`src/design/sibs_pkg.sv`:
```
// Shared types, constants and helpers for the sorted index search core.
package sibs_pkg;

    localparam int DEPTH     = 256;
    localparam int VALUE_W   = 32;
    localparam int POS_OUT_W = 9;
    localparam int LEVELS    = $clog2(DEPTH);
    localparam int NP        = 1 << LEVELS;
    localparam int NODES     = NP - 1;
    localparam int PW        = LEVELS;
    localparam int CNT_W     = $clog2(DEPTH + 1);
    localparam int WAIT_W    = $clog2(LEVELS + 2);

    localparam logic [1:0] CMD_CLEAR = 2'd0;
    localparam logic [1:0] CMD_LOAD  = 2'd1;
    localparam logic [1:0] CMD_QUERY = 2'd2;

    localparam logic [CNT_W-1:0]     COUNT_FULL = CNT_W'(DEPTH);
    localparam logic [WAIT_W-1:0]    WAIT_DONE  = WAIT_W'(LEVELS);
    localparam logic [POS_OUT_W-1:0] POS_NONE   = '1;

    typedef struct packed {
        logic                      clear;
        logic                      load;
        logic signed [VALUE_W-1:0] key;
        logic [PW-1:0]             new_pos;
    } t_cell_ctl;

    typedef struct packed {
        logic                      valid;
        logic signed [VALUE_W-1:0] value;
        logic [PW-1:0]             pos;
        logic                      gt;
        logic                      eq;
    } t_link;

    typedef struct packed {
        logic          hit;
        logic [PW-1:0] pos;
    } t_leaf;

    function automatic logic [POS_OUT_W-1:0] to_position(input logic [PW-1:0] p);
        logic [PW+POS_OUT_W-1:0] ext;
        ext = (PW + POS_OUT_W)'(p);
        return ext[POS_OUT_W-1:0];
    endfunction

endpackage

```
`src/design/sibs_cell.sv`:
```
// One table cell: holds a value and its load position, shifts on insert.
module sibs_cell (
    input  logic                i_clk,
    input  logic                i_rst_n,
    input  sibs_pkg::t_cell_ctl i_ctl,
    input  sibs_pkg::t_link     i_prev,
    output sibs_pkg::t_link     o_link,
    output sibs_pkg::t_leaf     o_leaf
);

    logic                               r_valid;
    logic signed [sibs_pkg::VALUE_W-1:0] r_value;
    logic [sibs_pkg::PW-1:0]            r_pos;
    logic                               r_hit;
    logic [sibs_pkg::PW-1:0]            r_hpos;
    logic                               w_gt;
    logic                               w_eq;
    logic                               w_first;

    // An empty cell counts as greater than any key, so empties sit after the data.
    always_comb begin
        w_gt    = !r_valid || ($signed(r_value) > $signed(i_ctl.key));
        w_eq    = r_valid && (r_value == i_ctl.key);
        w_first = w_eq && !i_prev.eq;
    end

    assign o_link = '{valid: r_valid, value: r_value, pos: r_pos, gt: w_gt, eq: w_eq};
    assign o_leaf = '{hit: r_hit, pos: r_hpos};

    always_ff @(posedge i_clk) begin
        if (!i_rst_n) begin
            r_valid <= 1'b0;
        end else if (i_ctl.clear) begin
            r_valid <= 1'b0;
        end else if (i_ctl.load && w_gt) begin
            r_valid <= i_prev.gt ? i_prev.valid : 1'b1;
        end
    end

    always_ff @(posedge i_clk) begin
        // shift from the left neighbor, or take the new word at the insert point
        if (i_ctl.load && w_gt) begin
            if (i_prev.gt) begin
                r_value <= i_prev.value;
                r_pos   <= i_prev.pos;
            end else begin
                r_value <= i_ctl.key;
                r_pos   <= i_ctl.new_pos;
            end
        end
        r_hit  <= w_first;
        r_hpos <= w_first ? r_pos : '0;
    end

endmodule

```
`config.mk`:
```
export PLATFORM = sky130hd
export DESIGN_NAME = sibs_cell
export DESIGN_NICKNAME = d
export VERILOG_FILES = /design/src/design/sibs_pkg.sv /design/src/design/sibs_cell.sv
export SDC_FILE = /design/constraint.sdc
export NUM_CORES = 1
export LEC_CHECK = 0
export BUFFER_PORTS_ARGS = -buffer_cell sky130_fd_sc_hd__buf_4
export CORE_ASPECT_RATIO = 1.75
export CORE_MARGIN = 2
export CORE_UTILIZATION = 51
export CTS_BUF_LIST = sky130_fd_sc_hd__clkbuf_8
export CTS_CLUSTER_SIZE = 24
export DETAILED_ROUTE_END_ITERATION = 12
export GPL_TIMING_DRIVEN = 0
export PLACE_DENSITY_LB_ADDON = 0.2
export SLEW_MARGIN = 20
export SYNTH_ARGS = -nofsm -noshare
export SYNTH_HDL_FRONTEND = slang
export SYNTH_SLANG_ARGS = --single-unit
```
`constraint.sdc`:
```
create_clock -name i_clk -period 7.5 [get_ports i_clk]
set_input_delay 0.375 -clock i_clk [delete_from_list [all_inputs] [get_ports i_clk]]
set_output_delay 0.375 -clock i_clk [all_outputs]
set_load 0.01 [all_outputs]
```
==> results_dict.tcl, run 1 <==
set metrics [dict create \
    status "finished clean" \
    drt-total-wl_mm 7.25 \
    place.gp.congestion 0.815 \
    reg2reg_slack_ns 4.17 \
    reg2reg_depth 8 \
    hold_end "r_hit" \
    synth.distinct_cells 34 \
    hold_class "input port to flop" \
    routed-via-count 2524 \
    slew_headroom_pct 49.1 \
    finalPower_mw 0.667 \
    antenna_found_initial 0 \
    hold_viol_final 0 \
    r2r-start "r_value[31]" \
    rows 35 \
    cp.required_ns 7.52 \
    ys_async_sr_fraction_pct 0 \
    critical_path_class "flop to flop" \
    clock_path_buffers 2 \
    cts_buffers 5 \
    synth_edf_count 40 \
    drv_cap 0 \
    nets 539 \
    clkTransAtPathRegs_ns 0.10 \
    rsz0062_at_grt "false" \
    cts_hold_buf 0 \
    grt_pass1_vias 2510 \
    timing.hold.ws_ns 0.272 \
    final_area_mm2 0.00406 \
    dr_wl_met3_um 422 \
    min_delay_path_depth 2 \
    power_density_mw_per_mm2 164 \
    ys_seq_elements 50 \
    syn_nets 391 \
    numPortBuffers 137 \
    drtPass1Iterations 4 \
    dp.cells 487 \
    die_y_um 102 \
    tns_ns 0 \
    drive_gt1_share_pct 39.4 \
    synth_ff_type "edfxtp_1" \
    ir_worst_vdd_v 0.000130 \
    reg2reg_to "r_value[2]" \
    ys.warnings.count 0 \
    numClockSinks 50 \
    synth_area_mm2 0.00281 \
    wl_met2_mm 4.13 \
    postPlaceCellArea_mm2 0.00397 \
    postRouteAntennaNets 0 \
    fin_cells 495 \
    final-setup-viol-count 0 \
    vias_per_cell 5.10 \
    core-area_mm2 0.00530 \
    finalCriticalPeriod_ns 3.33 \
    drt-initial-drc-count 77 \
    drc_errors 0 \
    start_util_pct 53.1 \
    endpoint_kind "flop" \
    cp_max_fo 10 \
    setup.worst_path.start_class "flop" \
    min_period_over_period_pct 44.4 \
    grt_max_degree 17 \
    grt_pass1_wl_mm 10.9 \
    avgSynthCellArea_um2 10.3 \
    cts_tree "yes" \
    ys_seq_area_share_pct 49.8 \
    grt_usage_pct 23.5 \
    layout_commonest_cell "buf_4" \
    netlist_instances 272 \
    top_layer "met4" \
    p_leak_nw 1.98 \
    place_hpwl_mm 5.85 \
    wl_met1_mm 2.55 \
    min_from "i_prev[0]" \
    dieArea_mm2 0.00615 \
    slew_viol_final 0 \
    cts-resized-gates 0 \
    fmax_mhz 300 \
    worstSkewPairLatency_ns 0.31 \
    num_antenna_cells 0 \
    wl_per_cell_um 14.7 \
    final_cell_mix "buf_4 (144), edfxtp_1 (40), nand2_1 (37)" \
    cts_root_buffer "clkbuf_8" \
    post_cts_buffers 0 \
    io_pins 139 \
    crit_arrival_ns 3.35 \
    die_x_um 60.2 \
    htreeDepth 2 \
    areaGrowthSynthToFinish_pct 44.4 \
    worst_pin_slew_ns 0.759 \
    gr-total-overflow 0 \
    finClkSkew_ns 0.0113 \
]
## metal layers
metal | vias to the layer above | GRT usage, %
met3 | 13 | 4.68
met1 | 1157 | 24.3
met5 | - | 0
met4 | 0 | 9.40
met2 | 100 | 44.3
li1 | 1254 | -
## registers in the layout, indices dropped and copies added (netlist names)
name	count
r_hit	1
r_hpos	8
r_pos	8
r_valid	1
r_value	32
## per-stage QoR
stage	utilization [%]	setup WS, ns
global route	76.7	3.97
global placement	74.3	0.893
finish	76.7	4.17
detailed placement	75.0	4.06
floorplan	-	2.47
CTS	76.7	4.14
## kinds of logic (layout without fill, tap and decap cells)
family / after synthesis / after routing / synth area share [%]
buf+inv: 45 / 194 / 6.54
fa+ha+maj: 32 / 32 / 14.2
mux: 9 / 9 / 3.60
compound gates: 59 / 59 / 11.8
simple gates: 77 / 77 / 14.0
flops: 50 / 50 / 49.8
## area by class of cell
cell class	count	area (um^2)
clock buffers	5	68.8
repair buffers	141	1060
inverters	33	124
plain buffers	12	60.1
well taps	74	92.6
fillers	390	1240
flip-flops and latches	50	1400
clock inverters	3	20.0
multi-input cells	177	1230
## Yosys cell counts (2+ instances only)
cell type / count / share of area [%]
edfxtp_1: 40 / 43
nand2_1: 37 / 4.9
inv_1: 33 / 4.4
o21ai_0: 33 / 5.9
ha_1: 32 / 14
a21oi_1: 13 / 2.3
dfxtp_1: 10 / 7.1
mux2_2: 9 / 3.6
and2_1: 8 / 1.8
clkbuf_1: 8 / 1.1
nand3_1: 6 / 1.1
nand4_1: 6 / 1.3
a21o_1: 5 / 1.3
buf_4: 4 / 1.1
nor3_1: 4 / 0.71
a211oi_1: 3 / 0.80
nand2b_1: 2 / 0.44
nor2_1: 2 / 0.27
nor4_1: 2 / 0.44
## worst max-delay path: stages (launching register included)
cell       delay, ns
edfxtp_1        0.41
ha_1            0.39
nand4_1         0.24
a2111oi_0       0.11
or4_1           0.61
and3b_1         0.23
nor3_2          0.58
buf_6           0.25
buf_4           0.20
## where the power goes
part	switching, mW	internal [mW]	leakage (nW)	total (mW)
Clock	0.0976	0.0659	0.0422	0.164
Sequential	0.0111	0.326	0.474	0.337
Combinational	0.0784	0.0884	1.46	0.167
## how the worst max path moves through the flow
| stage | startpoint | to | cells past startpoint |
|---|---|---|---|
| final | r_value[31] | r_value[2] | 8 |
| after global routing | r_value[31] | r_value[2] | 8 |
| after CTS | r_value[31] | r_value[2] | 8 |
| after detailed placement | i_ctl[39] | r_pos[0] | 10 |
| after global placement | i_ctl[39] | r_pos[3] | 8 |
| after floorplan | r_value[31] | r_pos[0] | 6 |
Power figures use the tool's default switching activity.
==> inputs of run 2 (changes only) <==
--- a/config.mk
+++ b/config.mk
@@ -8,7 +8,7 @@
 export BUFFER_PORTS_ARGS = -buffer_cell sky130_fd_sc_hd__buf_4
 export CORE_ASPECT_RATIO = 1.75
 export CORE_MARGIN = 2
-export CORE_UTILIZATION = 51
+export CORE_UTILIZATION = 48
 export CTS_BUF_LIST = sky130_fd_sc_hd__clkbuf_8
 export CTS_CLUSTER_SIZE = 24
 export DETAILED_ROUTE_END_ITERATION = 12
==> constraint.sdc (replaced) <==
create_clock -name i_clk -period 3.4 [get_ports i_clk]
set_input_delay 0.17 -clock i_clk [delete_from_list [all_inputs] [get_ports i_clk]]
set_output_delay 0.17 -clock i_clk [all_outputs]
set_load 0.01 [all_outputs]
==> results_dict.tcl, run 2 (synthesis gave the netlist of run 1 again) <==
set metrics [dict create \
    slowest_stage "or4_1" \
    nets 541 \
    drt-initial-drc-count 80 \
    layout_commonest_cell "buf_4" \
    cp_max_fo 7 \
    worstSkewPairLatency_ns 0.32 \
    fill_cells 464 \
    hold_viol_final 0 \
    clkTransAtPathRegs_ns 0.10 \
    cts_root_buffer "clkbuf_8" \
    cts_tree "yes" \
    gr-total-overflow 0 \
    cp.required_ns 3.23 \
    die_x_um 61.9 \
    postRouteAntennaNets 0 \
    final-setup-viol-count 0 \
    largest_register_ff_count 32 \
    grt_pass1_wl_mm 11.5 \
    areaGrowthSynthToFinish_pct 46.0 \
    finalPower_mw 1.50 \
    reg_top3 "r_value (32), r_hpos (8), r_pos (8)" \
    fmax_mhz 323 \
    antenna_found_initial 0 \
    path_buf_inv 2 \
    vias_per_cell 5.18 \
    grt_max_degree 17 \
    final_cell_mix "buf_4 (145), edfxtp_1 (40), nand2_1 (37)" \
    critPathMaxStageDelay_ns 0.60 \
    drc_errors 0 \
    finClkSkew_ns 0.00944 \
    numPortBuffers 137 \
    wl_per_cell_um 14.9 \
    drv_cap 0 \
    fin_cells 499 \
    slew_viol_final 0 \
    largest-register "r_value" \
    seq_area_mm2 0.00140 \
    ir_worst_vdd_v 0.000387 \
    power_density_mw_per_mm2 365 \
    num_antenna_cells 0 \
    hold_class "input port to flop" \
    place_hpwl_mm 6.02 \
    crit_arrival_ns 2.93 \
    crit_top_cell "buf_4" \
    numClockSinks 50 \
    grt_usage_pct 24.0 \
    drive_gt1_share_pct 40.0 \
    endpoint_kind "output pin" \
    slew_headroom_pct 62.3 \
    finalCriticalPeriod_ns 3.10 \
    setup.worst_path.start_class "flop" \
    cts-resized-gates 0 \
    worst_pin_slew_ns 0.560 \
    grt_pass1_vias 2644 \
    routed-via-count 2585 \
    rows 36 \
    core-area_mm2 0.00563 \
    place.gp.congestion 0.803 \
    clock_path_buffers 2 \
    dp.cells 487 \
    htreeDepth 2 \
    cts_buffers 5 \
    drtPass1Iterations 4 \
    dieArea_mm2 0.00652 \
    multi_input_area_mm2 0.00124 \
    path_cells "ha_1, nand4_1, a2111oi_0, or4_1, a211oi_1, nor3_1, buf_4, buf_4" \
    drt-total-wl_mm 7.42 \
    crit_family "simple AND/OR/NAND/NOR gates" \
    start_util_pct 50.0 \
    final_util_pct 73.0 \
    min_period_over_period_pct 91.1 \
    rsz0062_at_grt "false" \
    io_pins 139 \
    critical_path_class "flop to output pin" \
    p_leak_nw 2.00 \
    die_y_um 105 \
    status "finished clean" \
]
[run 2: cell count changes in the layout (fill, tap and decap cells not counted), sizes merged]
| cell | before | now |
|---|---|---|
| buf | 145 | 147 |
| clkbuf | 13 | 14 |
| clkinv | 1 | 2 |
| clkinvlp | 1 | 0 |
| inv | 34 | 33 |
[run 2: area by class of cell]
class                           instances  share of cell area (%)
Clock inverter                          2                   0.426
Sequential cell                        50                    34.1
Multi-Input combinational cell        177                    30.2
Tap cell                               76                    2.31
Buffer                                 12                    1.46
Clock buffer                            6                    2.01
Inverter                               33                    3.01
Timing Repair Buffer                  143                    26.5
[run 2: through the flow]
stage               instance area [um^2]  hold slack [ns]  TNS, ns  setup WS, ns
floorplan                           2830            0.268        0         0.191
global placement                    3950            0.390   -18.59        -0.466
detailed placement                  3980            0.394        0        0.0291
CTS                                 4080           0.0450        0       0.00983
global route                        4110           0.0535        0        0.0995
finish                              4110           0.0574        0         0.301
[run 2: timing repair]
action	CTS	global route
setup endpoints to repair	0	14
hold buffers	0	0
buffers inserted	0	4
[run 2: metal layers]
metal	global-route usage [%]	wire (um)	up-vias
li1	-	-	1260
met1	23.5	2500	1196
met2	43.7	4220	105
met3	6.26	437	24
met4	10.6	270	0
met5	0	0	-
[run 2: final timing paths]
check / from / endpoint / slack, ns / depth (start not counted)
min: i_prev[0] / r_hit / 0.06 / 2
min reg2reg: r_pos[1] / r_hpos[1] / 0.48 / 1
max: r_value[31] / o_link[1] / 0.30 / 8
max reg2reg: r_value[31] / r_value[4] / 0.41 / 7
[run 2: power breakdown]
group,internal [mW],switching (mW)
clock network,0.168,0.211
registers,0.718,0.0256
logic,0.201,0.175
total,1.09,0.412
